===== src/rtl/core/assert_macros.svh =====
// Assertion helpers for the core RTL.
// Every check samples on the rising edge of clk and is ignored while rst is high.
// Compiling with NO_ASSERTIONS defined leaves every macro empty.
`ifndef ASSERT_MACROS_SVH
`define ASSERT_MACROS_SVH
`ifndef NO_ASSERTIONS
// Checks a property that holds at one sampled edge.
`define CHECK_AT(label, prop, msg) \
  label: assert property (@(posedge clk) disable iff (rst) prop) else $error(msg);
// Checks a consequence that holds in the cycle after its antecedent.
`define CHECK_NEXT(label, ante, cons, msg) \
  label: assert property (@(posedge clk) disable iff (rst) ante |=> cons) else $error(msg);
`else
`define CHECK_AT(label, prop, msg)
`define CHECK_NEXT(label, ante, cons, msg)
`endif
`endif


===== src/rtl/core/slpg_pkg.sv =====
package slpg_pkg;

  // Width of the step register.
  localparam int STEP_BITS = 4;

  // Register index on the configuration port.
  localparam int CFG_INDEX_BITS = 3;
  typedef logic [CFG_INDEX_BITS-1:0] cfg_index_t;

  localparam cfg_index_t REG_X_START   = 3'd0;
  localparam cfg_index_t REG_Y_START   = 3'd1;
  localparam cfg_index_t REG_X_END     = 3'd2;
  localparam cfg_index_t REG_Y_END     = 3'd3;
  localparam cfg_index_t REG_STEP_SIZE = 3'd4;

  typedef logic [STEP_BITS-1:0] step_t;

  localparam step_t STEP_RESET = 4'd1;

endpackage


===== src/rtl/core/stepped_line_point_generator.sv =====
// Stepped line point generator.
// Command channel (cmd_valid / cmd_stall, payload restart): restart 1 starts a
// new line from the endpoint registers and returns its first point; restart 0
// returns the next point of the running line. Every command gives one result
// beat on the result channel (res_valid / res_stall): point_x, point_y,
// point_valid (0 once the line is finished or empty, coordinates then 0) and
// last_point. Registers are written on cfg_we with cfg_index / cfg_data.
// Each command is worked through the states PREP1, PREP2, MUL, DIVPREP, DIV and
// FIN; a new command is taken only once the last one has loaded its result.
// Points come from one bit-serial multiplier (COORD_BITS steps) and one
// restoring divider (2*COORD_BITS+2 steps) shared by every point.
// A command that yields no point, or a line with no major-axis run, goes straight
// to FIN; when the live major delta is zero, PREP2 skips multiplier and divider.
// The result sits in an output register: while res_stall is high it holds, and
// one more command may be taken and worked on meanwhile.
// Reset (rst, synchronous) clears the registers to their defaults (step 1),
// stops any running line and empties the result register.
`include "assert_macros.svh"

module stepped_line_point_generator #(
  parameter int COORD_BITS = 12
) (
  input  logic                                clk,
  input  logic                                rst,
  // configuration write port
  input  logic                                cfg_we,
  input  slpg_pkg::cfg_index_t                cfg_index,
  input  logic [COORD_BITS-1:0]               cfg_data,
  // command channel
  input  logic                                cmd_valid,
  output logic                                cmd_stall,
  input  logic                                restart,
  // result channel
  output logic                                res_valid,
  input  logic                                res_stall,
  output logic signed [COORD_BITS-1:0]        point_x,
  output logic signed [COORD_BITS-1:0]        point_y,
  output logic                                point_valid,
  output logic                                last_point
);

  import slpg_pkg::*;

  localparam int CB = COORD_BITS;
  localparam int DW = CB + 1;          // coordinate difference
  localparam int AW = 2 * CB + 2;      // product sum and dividend
  localparam int RW = CB + 2;          // divider partial remainder
  localparam int CW = $clog2(AW + 1);

  localparam logic [2:0] S_IDLE    = 3'd0;
  localparam logic [2:0] S_PREP1   = 3'd1;
  localparam logic [2:0] S_PREP2   = 3'd2;
  localparam logic [2:0] S_MUL     = 3'd3;
  localparam logic [2:0] S_DIVPREP = 3'd4;
  localparam logic [2:0] S_DIV     = 3'd5;
  localparam logic [2:0] S_FIN     = 3'd6;

  // configuration
  logic signed [CB-1:0] x_start, y_start, x_end, y_end;
  step_t                step_size;

  // line state
  logic signed [CB-1:0] major_position, major_limit;
  logic                 x_is_major, line_active;

  // control
  logic [2:0]    state;
  logic [CW-1:0] cnt;
  logic          emit;
  logic          da_zero;

  // datapath
  logic signed [DW-1:0] da_raw, db_raw, dm_raw, db_eff;
  logic [CB-1:0]        da_mag, mul_a, mul_b;
  logic signed [AW-1:0] acc;
  logic                 nneg;
  logic [AW-1:0]        dividend;
  logic [CB:0]          dvs;
  logic [RW-1:0]        rem;
  logic [CB-1:0]        quo;

  logic cmd_accept, out_free;

  // ---------------------------------------------------------------
  // Restart set-up: axis choice, start and limit of the major run
  // ---------------------------------------------------------------
  logic signed [DW-1:0] dx, dy, ndx, ndy;
  logic [CB-1:0]        adx, ady;
  logic                 set_x_major, set_active;
  logic signed [CB-1:0] set_pos, set_lim;

  assign dx  = $signed({x_end[CB-1], x_end}) - $signed({x_start[CB-1], x_start});
  assign dy  = $signed({y_end[CB-1], y_end}) - $signed({y_start[CB-1], y_start});
  assign ndx = -dx;
  assign ndy = -dy;
  assign adx = dx[DW-1] ? ndx[CB-1:0] : dx[CB-1:0];
  assign ady = dy[DW-1] ? ndy[CB-1:0] : dy[CB-1:0];
  assign set_x_major = (ady <= adx);

  always_comb begin
    if (set_x_major) begin
      set_pos    = dx[DW-1] ? x_end : x_start;
      set_lim    = dx[DW-1] ? x_start : x_end;
      set_active = (dx != '0);
    end else begin
      set_pos    = dy[DW-1] ? y_end : y_start;
      set_lim    = dy[DW-1] ? y_start : y_end;
      set_active = (dy != '0);
    end
  end

  // ---------------------------------------------------------------
  // Line equation operands: a is the major axis, b the minor one
  // ---------------------------------------------------------------
  logic signed [CB-1:0] a0, a1, b0, b1;

  assign a0 = x_is_major ? x_start : y_start;
  assign a1 = x_is_major ? x_end   : y_end;
  assign b0 = x_is_major ? y_start : x_start;
  assign b1 = x_is_major ? y_end   : x_end;

  // sign folding for the serial multiplier
  logic signed [DW-1:0] nda, ndb, ndm;
  logic                 da_neg, dm_neg;

  assign nda    = -da_raw;
  assign ndb    = -db_raw;
  assign ndm    = -dm_raw;
  assign da_neg = da_raw[DW-1];
  assign dm_neg = dm_raw[DW-1];

  // one shift-add step: acc = 2*acc + bit_a*b0 + bit_b*db
  logic signed [AW-1:0] pa, pb, acc_sh;

  assign pa     = mul_a[CB-1] ? $signed({{(AW-CB){b0[CB-1]}}, b0}) : '0;
  assign pb     = mul_b[CB-1] ? $signed({{(AW-DW){db_eff[DW-1]}}, db_eff}) : '0;
  assign acc_sh = $signed({acc[AW-2:0], 1'b0});

  // dividend = 2*|n| + da, modulo 2^AW (true value fits)
  logic [AW-1:0] acc_x2, da_ext;

  assign acc_x2 = {acc[AW-2:0], 1'b0};
  assign da_ext = AW'(da_mag);

  // one restoring division step
  logic [RW-1:0] trial, dvs_ext;
  logic          ge;

  assign trial   = {rem[RW-2:0], dividend[AW-1]};
  assign dvs_ext = RW'(dvs);
  assign ge      = (trial >= dvs_ext);

  // ---------------------------------------------------------------
  // Result assembly and advance of the major coordinate
  // ---------------------------------------------------------------
  logic [CB-1:0]        nquo, minor;
  step_t                step_eff;
  logic signed [DW-1:0] next_pos, lim_ext;
  logic                 run_done;

  assign nquo     = -quo;
  assign minor    = da_zero ? b0 : (nneg ? nquo : quo);
  assign step_eff = (step_size == '0) ? STEP_RESET : step_size;
  assign next_pos = $signed({major_position[CB-1], major_position}) +
                    $signed(DW'(step_eff));
  assign lim_ext  = $signed({major_limit[CB-1], major_limit});
  assign run_done = (next_pos >= lim_ext);

  // ---------------------------------------------------------------
  // Handshake
  // ---------------------------------------------------------------
  assign cmd_stall  = (state != S_IDLE);
  assign cmd_accept = cmd_valid && !cmd_stall;
  assign out_free   = !res_valid || !res_stall;

  // ---------------------------------------------------------------
  // Control, configuration and line state
  // ---------------------------------------------------------------
  always_ff @(posedge clk) begin
    if (rst) begin
      x_start        <= '0;
      y_start        <= '0;
      x_end          <= '0;
      y_end          <= '0;
      step_size      <= STEP_RESET;
      major_position <= '0;
      major_limit    <= '0;
      x_is_major     <= 1'b1;
      line_active    <= 1'b0;
      state          <= S_IDLE;
      cnt            <= '0;
      emit           <= 1'b0;
      da_zero        <= 1'b0;
      res_valid      <= 1'b0;
    end else begin
      // register writes
      if (cfg_we) begin
        case (cfg_index)
          REG_X_START:   x_start   <= cfg_data;
          REG_Y_START:   y_start   <= cfg_data;
          REG_X_END:     x_end     <= cfg_data;
          REG_Y_END:     y_end     <= cfg_data;
          REG_STEP_SIZE: step_size <= cfg_data[STEP_BITS-1:0];
          default: ;
        endcase
      end

      // result register: load a finished beat, else drop a taken one
      if (state == S_FIN && out_free) begin
        res_valid <= 1'b1;
      end else if (res_valid && !res_stall) begin
        res_valid <= 1'b0;
      end

      case (state)
        S_IDLE: begin
          if (cmd_accept) begin
            if (restart) begin
              x_is_major     <= set_x_major;
              major_position <= set_pos;
              major_limit    <= set_lim;
              line_active    <= set_active;
            end
            emit  <= restart ? set_active : line_active;
            state <= (restart ? set_active : line_active) ? S_PREP1 : S_FIN;
          end
        end
        S_PREP1: begin
          state <= S_PREP2;
        end
        S_PREP2: begin
          da_zero <= (da_raw == '0);
          cnt     <= '0;
          state   <= (da_raw == '0) ? S_FIN : S_MUL;
        end
        S_MUL: begin
          cnt <= cnt + 1'b1;
          if (cnt == CW'(CB - 1)) begin
            state <= S_DIVPREP;
          end
        end
        S_DIVPREP: begin
          cnt   <= '0;
          state <= S_DIV;
        end
        S_DIV: begin
          cnt <= cnt + 1'b1;
          if (cnt == CW'(AW - 1)) begin
            state <= S_FIN;
          end
        end
        S_FIN: begin
          if (out_free) begin
            if (emit) begin
              if (run_done) begin
                line_active <= 1'b0;
              end else begin
                major_position <= next_pos[CB-1:0];
              end
            end
            state <= S_IDLE;
          end
        end
        default: begin
          state <= S_IDLE;
        end
      endcase
    end
  end

  // ---------------------------------------------------------------
  // Arithmetic datapath
  // ---------------------------------------------------------------
  always_ff @(posedge clk) begin
    case (state)
      S_PREP1: begin
        da_raw <= $signed({a1[CB-1], a1}) - $signed({a0[CB-1], a0});
        db_raw <= $signed({b1[CB-1], b1}) - $signed({b0[CB-1], b0});
        dm_raw <= $signed({major_position[CB-1], major_position}) -
                  $signed({a0[CB-1], a0});
      end
      S_PREP2: begin
        da_mag <= da_neg ? nda[CB-1:0] : da_raw[CB-1:0];
        mul_a  <= da_neg ? nda[CB-1:0] : da_raw[CB-1:0];
        mul_b  <= dm_neg ? ndm[CB-1:0] : dm_raw[CB-1:0];
        db_eff <= (da_neg ^ dm_neg) ? ndb : db_raw;
        acc    <= '0;
      end
      S_MUL: begin
        acc   <= acc_sh + pa + pb;
        mul_a <= {mul_a[CB-2:0], 1'b0};
        mul_b <= {mul_b[CB-2:0], 1'b0};
      end
      S_DIVPREP: begin
        nneg     <= acc[AW-1];
        dividend <= acc[AW-1] ? (da_ext - acc_x2) : (da_ext + acc_x2);
        dvs      <= {da_mag, 1'b0};
        rem      <= '0;
        quo      <= '0;
      end
      S_DIV: begin
        rem      <= ge ? (trial - dvs_ext) : trial;
        dividend <= {dividend[AW-2:0], 1'b0};
        quo      <= {quo[CB-2:0], ge};
      end
      default: ;
    endcase
  end

  // result register payload
  always_ff @(posedge clk) begin
    if (state == S_FIN && out_free) begin
      if (emit) begin
        point_x     <= x_is_major ? major_position : $signed(minor);
        point_y     <= x_is_major ? $signed(minor) : major_position;
        point_valid <= 1'b1;
        last_point  <= run_done;
      end else begin
        point_x     <= '0;
        point_y     <= '0;
        point_valid <= 1'b0;
        last_point  <= 1'b0;
      end
    end
  end

  // ---------------------------------------------------------------
  // Assertions
  // ---------------------------------------------------------------
  `CHECK_AT(a_pos_below_limit, line_active |-> major_position < major_limit, "position reached limit on a running line")
  `CHECK_AT(a_empty_beat_zero, res_valid && !point_valid |-> point_x == '0 && point_y == '0 && !last_point, "empty beat carries data")
  `CHECK_AT(a_rem_below_dvs, state == S_DIV |-> rem < {1'b0, dvs}, "divider remainder out of range")
  `CHECK_NEXT(a_fin_loads_result, state == S_FIN && out_free, res_valid && state == S_IDLE, "finished point not loaded")

endmodule


===== config.mk =====
export PLATFORM = sky130hd
export DESIGN_NAME = stepped_line_point_generator
export DESIGN_NICKNAME = d
export VERILOG_FILES = /design/src/rtl/core/slpg_pkg.sv /design/src/rtl/core/stepped_line_point_generator.sv
export VERILOG_INCLUDE_DIRS = /design/src /design/src/rtl/core
export SDC_FILE = /design/constraint.sdc
export NUM_CORES = 1
export LEC_CHECK = 0
export ABC_CLOCK_PERIOD_IN_PS = 5200
export BUFFER_PORTS_ARGS = -buffer_cell sky130_fd_sc_hd__buf_2
export CORE_MARGIN = 3
export CORE_UTILIZATION = 50
export CTS_BUF_LIST = sky130_fd_sc_hd__clkbuf_16
export DETAILED_ROUTE_END_ITERATION = 6
export HOLD_SLACK_MARGIN = 0.05
export PLACE_DENSITY = 0.75
export RECOVER_POWER = 50
export SETUP_SLACK_MARGIN = 0.02
export SKIP_LAST_GASP = 1
export SYNTH_ARGS = -nofsm -noshare
export SYNTH_HDL_FRONTEND = slang
export SYNTH_SLANG_ARGS = --single-unit

===== constraint.sdc =====
create_clock -name clk -period 5.2 [get_ports clk]
set_clock_uncertainty 0.15 [all_clocks]
set_input_delay 1.3 -clock clk [delete_from_list [all_inputs] [get_ports clk]]
set_output_delay 1.3 -clock clk [all_outputs]
set_load 0.02 [all_outputs]

==> metrics.yaml, run 1 <==
maxSlewHeadroom_pct: -103
port_buffers: 48
drc_errors: 0
fin_crit_sh_pct: 94.8
clk_pin_slew_ns: 0.06
r2r_end: "acc[17]"
synth_cell_types: 87
avgRoutedWirePerCell_um: 19.0
yosys.area.top_type: "edfxtp_1"
htreeDepth: 2
track_usage_pct: 24.4
syn_to_final_growth_pct: 10.0
cts_buffers: 34
drt-total-wl_um: 56100
layout_commonest_cell: "nand2_1"
ys_warn_count: 0
syn-num-nets: 2539
fill_cells: 3637
antenna_found_initial: 0
cts-hold-fix-buffers: 0
fin_hold_ws_ns: 0.312
status: "finished with violations"
cts_root_buf: "clkbuf_16"
design_area_mm2: 0.0235
ctsResizeCount: 0
grt_pass1_wl_um: 87600
total_power_mw: 11.7
start_util_pct: 50.8
final_nets: 2592
holdPathStages: 0
clk_path_buf_depth: 3
place_area_mm2: 0.0224
dp_hpwl_um: 42800
synthTopCellsByArea: "edfxtp_1 (29%), ha_1 (8.5%), dfxtp_1 (8.3%), a21oi_1 (4.7%), mux2i_1 (4.7%)"
ant_nets: 0
cts_tree: "built"
n_antenna_cell: 0
fin_crit_ns: 4.93
power_density_mw_per_mm2: 497
syn_area_mm2: 0.0214
hold_viol_final: 0
tightestPinTransition_ns: 3.04
synth_edf_count: 204
arrival_ns: 5.03
grt_pass1_vias: 16500
critPathMaxFanout: 17
finalMaxSlewViolations: 155
gp_congestion: 0.967
fmax_ghz: 0.203
grt_max_degree: 64
drive_gt1_share_pct: 9.76
post_cts_buffers: 0
core-area_mm2: 0.0421
end_kind: "flip-flop"
overflow: 0
synth_top_area_share_pct: 28.6
r2r_start: "x_is_major"
hp-class: "reg2reg"
final_core_util_pct: 55.9
die_width_um: 213
drt-vias-per-instance: 5.91
clock_latency_ns: 0.53
dr_total_vias: 17500
die_y_um: 213
synth_seq_cells: 293
worst_ep_required_time_ns: 5.31
cap_violations: 4
worstHoldEndpoint: "dvs[2]"
min_from: "da_mag[1]"
drt_first_pass_iters: 6
syn_avg_cell_area_um2: 9.15
final_cell_mix: "nand2_1 (243), nor2_1 (232), edfxtp_1 (204)"
p_leak_nw: 9.46
ys.flop_type: "edfxtp_1"
synth-seq-area-share_pct: 37.0
dieArea_mm2: 0.0453
io_pins: 49
startpoint_type: "flip-flop"
max-vdd-ir-drop_v: 0.000350
setup_violations: 0
syn_inst: 2339
violations: "capacitance limit, slew limit"
cts.sinks: 293
crit_type: "reg2reg"
r2r_slack_ns: 0.27
fp-row-count: 75
reg2reg_depth: 16
tns_ns: 0
first_iter_violations: 1592
synth-async-reset-ratio_pct: 0
==> final cells by class <==
type	count	area [µm²]	area share, %
multi-input cells	1816	12700	53.8
repair buffers	116	709	3.01
well taps	539	674	2.86
flip-flops and latches	293	7910	33.6
clock inverters	24	173	0.733
clock buffers	37	926	3.93
inverters	131	492	2.09
==> logic make-up (layout without fill, tap and decap cells) <==
group | count (synthesis) | in the layout | share of synthesized area, %
and+or+nand+nor | 812 | 812 | 18.3
AOI/OAI and AO/OA | 514 | 514 | 15.0
DFF | 293 | 293 | 37.0
buffers and inverters | 230 | 308 | 4.28
adders and majority gates | 179 | 179 | 11.6
xor gates and xnor gates | 169 | 169 | 6.92
muxes | 142 | 142 | 6.90
==> how the worst max path moves through the flow <==
stage                          to        from  cells past startpoint
2_1_floorplan  major_position[10]    x_end[0]                     22
3_3_place_gp             state[0]    x_end[0]                     22
3_5_place_dp             state[0]    x_end[0]                     22
4_1_cts                  state[0]    x_end[0]                     22
5_1_grt                  state[0]    x_end[0]                     22
6_report                  acc[17]  x_is_major                     16
==> routing by layer <==
metal	part of all wire, %	up-vias	GRT usage (%)	wire (µm)
li1	-	8474	-	-
met1	42	8213	32.1	23400
met2	46	620	40.4	26000
met3	7.0	159	3.41	3920
met4	4.9	0	10.9	2760
met5	0	-	0	0
==> critical path: stages, from the launching register on <==
cell and delay, ns:
dfxtp_1 0.88, o21ai_0 0.51, and2_1 0.33, fa_1 0.51, ha_1 0.17, inv_1 0.06
fa_1 0.38, nor2b_1 0.16, o21a_1 0.14, o21ai_0 0.13, a21oi_1 0.41, o21a_1 0.23
a211oi_1 0.09, buf_4 0.15, o21bai_1 0.16, xnor2_1 0.14, nor2_1 0.05
==> power breakdown <==
part / leakage (nW) / internal, mW / switching (mW)
Clock: 0.570 / 1.38 / 0.970
Sequential: 2.63 / 3.36 / 0.478
Combinational: 6.27 / 2.27 / 3.24
Total: 9.46 / 7.01 / 4.69
==> registers in the layout, summed over array words and instances, names as in the netlist, 13 cells and up <==
signal	flops
acc	26
dividend	26
da_raw	13
db_eff	13
db_raw	13
dm_raw	13
rem	13
==> cells in the mapped netlist (all sizes together) (33+ instances only) <==
cell	number
inv	130
o21ai	99
xnor2	104
a21oi	201
nor2b	55
clkbuf	74
mux2i	101
nand3	42
nand2	244
edfxtp	204
mux2	41
xor2	65
ha	146
fa	33
nor3	58
dfxtp	89
a21o	33
nor2	234
==> per-stage QoR <==
stage / setup slack, ns / std cells
2_1_floorplan: 0.212 / 2339
3_3_place_gp: 0.188 / 2895
3_5_place_dp: 0.103 / 2895
4_1_cts: 0.102 / 2956
5_1_grt: -0.0189 / 2956
6_report: 0.272 / 2956
Power figures use the tool's default switching activity.
==> run 2, diff against run 1 <==
--- a/config.mk
+++ b/config.mk
@@ -8,12 +8,14 @@
 export LEC_CHECK = 0
 export ABC_CLOCK_PERIOD_IN_PS = 5200
 export BUFFER_PORTS_ARGS = -buffer_cell sky130_fd_sc_hd__buf_2
+export CELL_PAD_IN_SITES_DETAIL_PLACEMENT = 0
+export CELL_PAD_IN_SITES_GLOBAL_PLACEMENT = 1
 export CORE_MARGIN = 3
-export CORE_UTILIZATION = 50
+export CORE_UTILIZATION = 45
 export CTS_BUF_LIST = sky130_fd_sc_hd__clkbuf_16
 export DETAILED_ROUTE_END_ITERATION = 6
 export HOLD_SLACK_MARGIN = 0.05
-export PLACE_DENSITY = 0.75
+export PLACE_DENSITY = 0.83
 export RECOVER_POWER = 50
 export SETUP_SLACK_MARGIN = 0.02
 export SKIP_LAST_GASP = 1
==> run 2 against run 1 <==
The flow still finishes with violations (capacitance limit, slew limit). Count of clock-buffer cells in the layout did not move. Maximum frequency fell by 1.3%. Non-clock buffer count rose by 5. Hold slack got worse by 0.0033 ns. Die area rose by 11%. Flip-flop and latch count did not move. Cell count rose by 2.5%. Routed wire length rose by 6.3%. Sequential share of layout area fell by 0.28 points. Via count fell by 0.15%. Critical path type unchanged. Largest cell class unchanged.
==> metrics.yaml, run 2 (synthesis gave the netlist of run 1 again) <==
ant_nets: 0  # unchanged
grt_pass1_vias: 16800  # +1.8%
status: "finished with violations"
drc_errors: 0  # unchanged
power_density_mw_per_mm2: 503  # +1.3%
cpMaxStageDelayCell: "or3b_2"
dp_hpwl_um: 45200  # +5.5%
hp-class: "reg2reg"
first_iter_violations: 1279  # -20%
fill_cells: 4309  # +18%
tns_ns: 0  # unchanged
timing.critical_path.buf_inv: 3  # +1
crit_type: "reg2reg"
total_power_mw: 12.0  # +2.2%
core-area_mm2: 0.0468  # +11%
syn_to_final_growth_pct: 11.0
clk_path_buf_depth: 3  # unchanged
fin_crit_ns: 4.99  # +0.0632 ns
final_nets: 2599  # +0.27%
reg_top3: "acc: 26 flops, dividend: 26 flops"
cts.sinks: 293  # unchanged
layout_commonest_cell: "nand2_1"
n_antenna_cell: 0  # unchanged
end_kind: "flip-flop"
start_util_pct: 45.8  # -5.0 points
arrival_ns: 5.30  # +0.27 ns
maxSlewHeadroom_pct: -95.7  # +7.0 points
port_buffers: 48  # unchanged
overflow: 0  # unchanged
cts_root_buf: "clkbuf_16"
gp_congestion: 0.938  # -3.0%
io_pins: 49  # unchanged
cap_violations: 7  # +3
violations: "capacitance limit, slew limit"
instances_no_fill: 3030  # +2.5%
setup_ws_ns: 0.209  # -0.0632 ns
cts_buffers: 36  # +5.9%
tightestPinTransition_ns: 2.94  # -0.105 ns
drt_first_pass_iters: 5  # -1
path_cells: "inv_1 > ha_1 > fa_1 > and2b_1 > o21ai_1 > or3b_2 > and2_1 > nor3_1 > nand2_1 > o31ai_4 > nand2_1 > xnor2_1 > ha_1 > nand4_1 > or3_1 > o41a_1 > buf_4 > buf_12 > mux2_2 > a211o_1 > a21oi_1"
die_y_um: 224  # +5.3%
setup_violations: 0  # unchanged
dieArea_mm2: 0.0502  # +11%
critPathMaxFanout: 19  # +2
post-place-ws_ns: 0.0445  # -0.0581 ns
clock_latency_ns: 0.54  # about the same
worst_ep_required_time_ns: 5.51  # +0.20 ns
clk_pin_slew_ns: 0.06  # about the same
grt_max_degree: 64  # unchanged
antenna_found_initial: 0  # unchanged
track_usage_pct: 23.4  # -1.1 points
p_leak_nw: 9.52  # +0.54%
startpoint_type: "flip-flop"
cts_tree: "built"
final_cell_mix: "nand2_1 (243), nor2_1 (231), edfxtp_1 (204)"
hold_viol_final: 0  # unchanged
fp-row-count: 79  # +5.3%
fin_crit_sh_pct: 96.0  # +1.2 points
grt_pass1_wl_um: 93100  # +6.3%
htreeDepth: 2  # unchanged
finalMaxSlewViolations: 296  # +91%
drt-total-wl_um: 59700  # +6.3%
drt-vias-per-instance: 5.76  # -2.6%
cp_top_family: "simple AND/OR/NAND/NOR gates"
die_width_um: 224  # +5.3%
drive_gt1_share_pct: 10.1  # +0.35 points
post-place-cells: 2965  # +2.4%
max-vdd-ir-drop_v: 0.000311  # -11%
cpPeakStageDelay_ns: 0.51  # -0.37 ns
fmax_ghz: 0.200  # -1.3%
r2r_slack_ns: 0.21  # -0.06 ns
dr_total_vias: 17400  # -0.15%
avgRoutedWirePerCell_um: 19.7  # +3.7%
-- run 2: changes by cell type in the layout (fill, tap and decap cells not counted), moves of 2 or more --
cell	change
ha_2	+2
nor3_2	+2
clkinv_2	-6
ha_1	-2
clkbuf_1	-2
bufinv_16	+2
clkinv_1	+6
buf_4	+3
nor3_1	-2
buf_2	+3
-- run 2: power by group --
| group | internal [mW] | switching [mW] | leakage, nW | total, mW |
|---|---|---|---|---|
| Combinational | 2.34 | 3.33 | 6.31 | 5.67 |
| Clock | 1.48 | 0.987 | 0.583 | 2.47 |
| Sequential | 3.36 | 0.453 | 2.63 | 3.82 |
-- run 2: metal layers --
layer,vias up,global-route usage (%),share of wire [%]
li1,8470,-,-
met1,8385,31.6,45
met2,472,38.8,46
met3,113,2.80,5.1
met4,0,8.38,3.6
met5,-,0,0
-- run 2: layout make-up --
| type | count | area (µm²) | share of cell area (%) |
|---|---|---|---|
| clock buffer | 37 | 926 | 3.90 |
| clock inverter | 25 | 210 | 0.885 |
| inverter | 131 | 492 | 2.07 |
| multi-input combinational | 1816 | 12700 | 53.4 |
| sequential | 293 | 7910 | 33.3 |
| tap | 607 | 759 | 3.20 |
| timing repair buffer | 121 | 764 | 3.22 |
-- run 2: path summary, 6_finish.rpt --
kind              from                 end  cells after the start
max           x_end[0]  major_position[11]                     21
min          da_mag[1]              dvs[2]                      0
max reg2reg   x_end[0]  major_position[11]                     21
min reg2reg  da_mag[1]              dvs[2]                      0
-- run 2: stage by stage --
stage / instance area [µm²] / util [%] / hold slack, ns
3_3_place_gp: 22500 / 48.2 / 0.279
6_report: 23700 / 50.8 / 0.308
3_5_place_dp: 22500 / 48.2 / 0.289
2_1_floorplan: 21400 / - / 0.256
5_1_grt: 23700 / 50.8 / 0.318
4_1_cts: 23700 / 50.7 / 0.306
-- run 2: timing repair --
action                                  in CTS  in global routing
hold endpoints to repair                     0                  0
gates cloned                                 0                  1
endpoints found under the setup margin       1                  7
buffers inserted                             0                  2
pin swaps                                    0                  5
hold buffers                                 0                  0
resized for setup                            1                 18
==> run 3, diff against run 2 <==
--- a/config.mk
+++ b/config.mk
@@ -6,16 +6,17 @@
 export SDC_FILE = /design/constraint.sdc
 export NUM_CORES = 1
 export LEC_CHECK = 0
+export ABC_AREA = 1
 export ABC_CLOCK_PERIOD_IN_PS = 5200
 export BUFFER_PORTS_ARGS = -buffer_cell sky130_fd_sc_hd__buf_2
 export CELL_PAD_IN_SITES_DETAIL_PLACEMENT = 0
 export CELL_PAD_IN_SITES_GLOBAL_PLACEMENT = 1
-export CORE_MARGIN = 3
-export CORE_UTILIZATION = 45
+export CORE_MARGIN = 2
+export CORE_UTILIZATION = 44
 export CTS_BUF_LIST = sky130_fd_sc_hd__clkbuf_16
 export DETAILED_ROUTE_END_ITERATION = 6
 export HOLD_SLACK_MARGIN = 0.05
-export PLACE_DENSITY = 0.83
+export PLACE_DENSITY = 0.84
 export RECOVER_POWER = 50
 export SETUP_SLACK_MARGIN = 0.02
 export SKIP_LAST_GASP = 1
==> run 3 against run 2 <==
The run still ends with capacitance limit, slew limit left. Largest cell class unchanged. Die area shrank 0.42%. Synthesized cell count grew 17%. Hold slack better by 0.019 ns. Sequential power rose by 4%. Synthesized area decreased by 0.85%. Clock power shrank 2%. Non-clock buffer count shrank 43.
==> metrics.yaml, run 3 <==
status: "finished with violations"
violations: "capacitance limit, slew limit"
synth_seq_cells: 293  # unchanged
io_pins: 49  # unchanged
reg_top3: "acc: 26 flops, dividend: 26 flops"
ys_warn_count: 0  # unchanged
dr_total_vias: 18300  # +4.9%
grt_pass1_vias: 17600  # +4.8%
maxSlewHeadroom_pct: -88.4  # +7.3 points
critPathMaxFanout: 31  # +12
synth_cell_types: 57  # -34%
power_density_mw_per_mm2: 565  # +12%
fmax_ghz: 0.206  # +3.1%
syn_avg_cell_area_um2: 7.78  # -15%
design_area_mm2: 0.0232  # -2.5%
p_leak_nw: 10.5  # +11%
crit_type: "reg2reg"
final_cell_mix: "nand2_1 (541), inv_1 (407), o21ai_0 (294)"
met2_usage_pct: 42.2  # +3.4 points
top_usage_layer: "met2"
end_kind: "flip-flop"
synth_commonest_cells: "nand2_1 (542), inv_1 (395), o21ai_0 (293), a21oi_1 (246), nor2_1 (205)"
hold_viol_final: 0  # unchanged
drc_errors: 0  # unchanged
synth_edf_count: 204  # unchanged
cts.sinks: 293  # unchanged
syn_area_mm2: 0.0212  # -0.85%
antenna_found_initial: 0  # unchanged
setup_violations: 0  # unchanged
min_from: "line_active"
grt_pass1_wl_um: 94700  # +1.7%
die_width_um: 224  # -0.21%
yosys.area.top_type: "edfxtp_1"
place_area_mm2: 0.0221  # -1.8%
synth-async-reset-ratio_pct: 0  # unchanged
fill_cells: 4719  # +9.5%
syn-num-nets: 2927  # +15%
startpoint_type: "flip-flop"
cts_tree: "built"
finalMaxSlewViolations: 177  # -40%
final_nets: 2964  # +14%
cap_violations: 4  # -3
fin_crit_sh_pct: 93.1  # -2.8 points
core-area_mm2: 0.0476  # +1.9%
holdPathStages: 2  # +2
grt_use_met1_pct: 30.6  # -1.0 points
fp-row-count: 80  # +1.3%
clk_pin_slew_ns: 0.06  # about the same
drive_gt1_share_pct: 5.41  # -4.7 points
tns_ns: 0  # unchanged
drt_first_pass_iters: 6  # +1
crit_start: "x_is_major"
overflow: 0  # unchanged
synth-seq-area-share_pct: 37.3  # +0.32 points
post-place-ws_ns: 0.465  # +0.420 ns
yosysMostFrequentCell: "nand2_1"
arrival_ns: 4.97  # -0.33 ns
die_y_um: 224  # -0.21%
n_antenna_cell: 0  # unchanged
synth_top_area_share_pct: 28.9  # +0.24 points
htreeDepth: 2  # unchanged
max-vdd-ir-drop_v: 0.000281  # -9.7%
fin_crit_ns: 4.84  # -0.148 ns
grtUsageMet3_pct: 2.75  # -0.050 points
rsz0062_at_grt: "false"
drt-total-wl_um: 60800  # +1.9%
r2r_start: "x_is_major"
cts_buffers: 36  # unchanged
syn_inst: 2727  # +17%
grt_max_degree: 55  # -14%
synthTopCellsByArea: "edfxtp_1 (29%), nand2_1 (9.6%), ha_1 (8.6%), dfxtp_1 (8.4%), inv_1 (7.0%)"
setup_ws_ns: 0.357  # +0.148 ns
worst_ep_required_time_ns: 5.33  # -0.18 ns
track_usage_pct: 24.1  # +0.73 points
gp_congestion: 0.944  # +0.64%
dieArea_mm2: 0.0500  # -0.42%
ys.flop_type: "edfxtp_1"
clk_path_buf_depth: 3  # unchanged
reg2reg_depth: 18  # -14%
drt-vias-per-instance: 5.37  # -6.7%
first_iter_violations: 1453  # +14%
dp_hpwl_um: 47100  # +4.3%
port_buffers: 48  # unchanged
tightestPinTransition_ns: 2.82  # -0.120 ns
avgRoutedWirePerCell_um: 17.8  # -9.4%
start_util_pct: 44.5  # -1.2 points
syn_to_final_growth_pct: 9.18
cts_root_buf: "clkbuf_16"
hp-class: "reg2reg"
ant_nets: 0  # unchanged
layout_commonest_cell: "nand2_1"
clock_latency_ns: 0.55  # about the same
## run 3: cell count changes in the layout (fill, tap and decap cells not counted), moves of 26 or more
cell,change
nand2_1,+298
inv_1,+268
o21ai_0,+205
mux2i_1,-100
xnor2_1,-66
nand3_1,+61
nor2b_1,-55
a21oi_1,+46
xor2_1,+44
mux2_2,-41
buf_4,-40
nor2_1,-29
buf_2,-26
## run 3: worst max-delay path, cell delays in order, from the launching register on
cell	delay [ns]
dfxtp_2	0.56
buf_4	0.37
nand2_1	0.10
o21ai_0	0.08
clkbuf_1	0.43
nor2_1	0.12
fa_1	0.55
inv_1	0.06
fa_1	0.44
inv_1	0.09
nand3_1	0.06
nand2_1	0.15
a21oi_1	0.12
o21ai_0	0.32
a21oi_1	0.15
o21ai_0	0.41
a21oi_1	0.15
o21ai_0	0.17
a21oi_1	0.07
## run 3: cells by family (layout without fill, tap and decap cells)
group                    Yosys count  in the layout  synth area share (%)
adder cells (fa/ha/maj)          179            179                  11.7
AND/OR/NAND/NOR                  954            954                  19.1
XOR/XNOR                         147            147                  6.16
flip-flops                       293            293                  37.3
AO/OA/AOI/OAI                    664            664                  16.8
buffers and inverters            490            555                  8.97
## run 3: final timing paths
| path | endpoint | slack [ns] |
|---|---|---|
| worst max register to register | acc[17] | 0.36 |
| worst max-delay path | acc[17] | 0.36 |
| worst min-delay path | line_active | 0.33 |
| worst min register to register | line_active | 0.33 |
## run 3: routing by layer
| layer | up-vias | share of wire, % |
|---|---|---|
| met4 | 0 | 3.9 |
| met3 | 143 | 5.4 |
| met5 | - | 0 |
| met1 | 8491 | 43 |
| li1 | 9158 | - |
| met2 | 503 | 48 |
## run 3: metrics by stage
| stage | std cells | power (mW) | utilization (%) | hold WS (ns) |
|---|---|---|---|---|
| final | 3407 | 13.1 | 48.6 | 0.328 |
| after global routing | 3407 | 14.2 | 48.6 | 0.347 |
| after CTS | 3407 | 13.1 | 48.8 | 0.323 |
| after detailed placement | 3341 | 10.6 | 46.5 | 0.310 |
| after global placement | 3341 | 10.5 | 46.5 | 0.307 |
| after floorplan | 2727 | 8.83 | - | 0.276 |
## run 3: repair_timing
| item | 4_1_cts | 5_1_grt |
|---|---|---|
| hold buffers | 0 | 0 |
| setup buffers | 0 | 0 |
| gates resized for setup | 0 | 2 |
| setup endpoints to repair | 0 | 5 |
## run 3: final cells by class
cell class / instances / area (µm²) / area share [%]
Clock buffer: 36 / 901 / 3.89
Timing Repair Buffer: 78 / 390 / 1.69
Inverter: 411 / 1550 / 6.68
Sequential cell: 293 / 7910 / 34.1
Multi-Input combinational cell: 1944 / 11400 / 49.3
Clock inverter: 30 / 225 / 0.972
Tap cell: 615 / 769 / 3.32
## run 3: report_power, final
group / total [mW] / switching [mW] / internal (mW) / leakage (nW)
registers: 3.96 / 0.508 / 3.46 / 2.62
logic: 6.72 / 4.41 / 2.31 / 7.35
clock network: 2.41 / 1.04 / 1.37 / 0.582
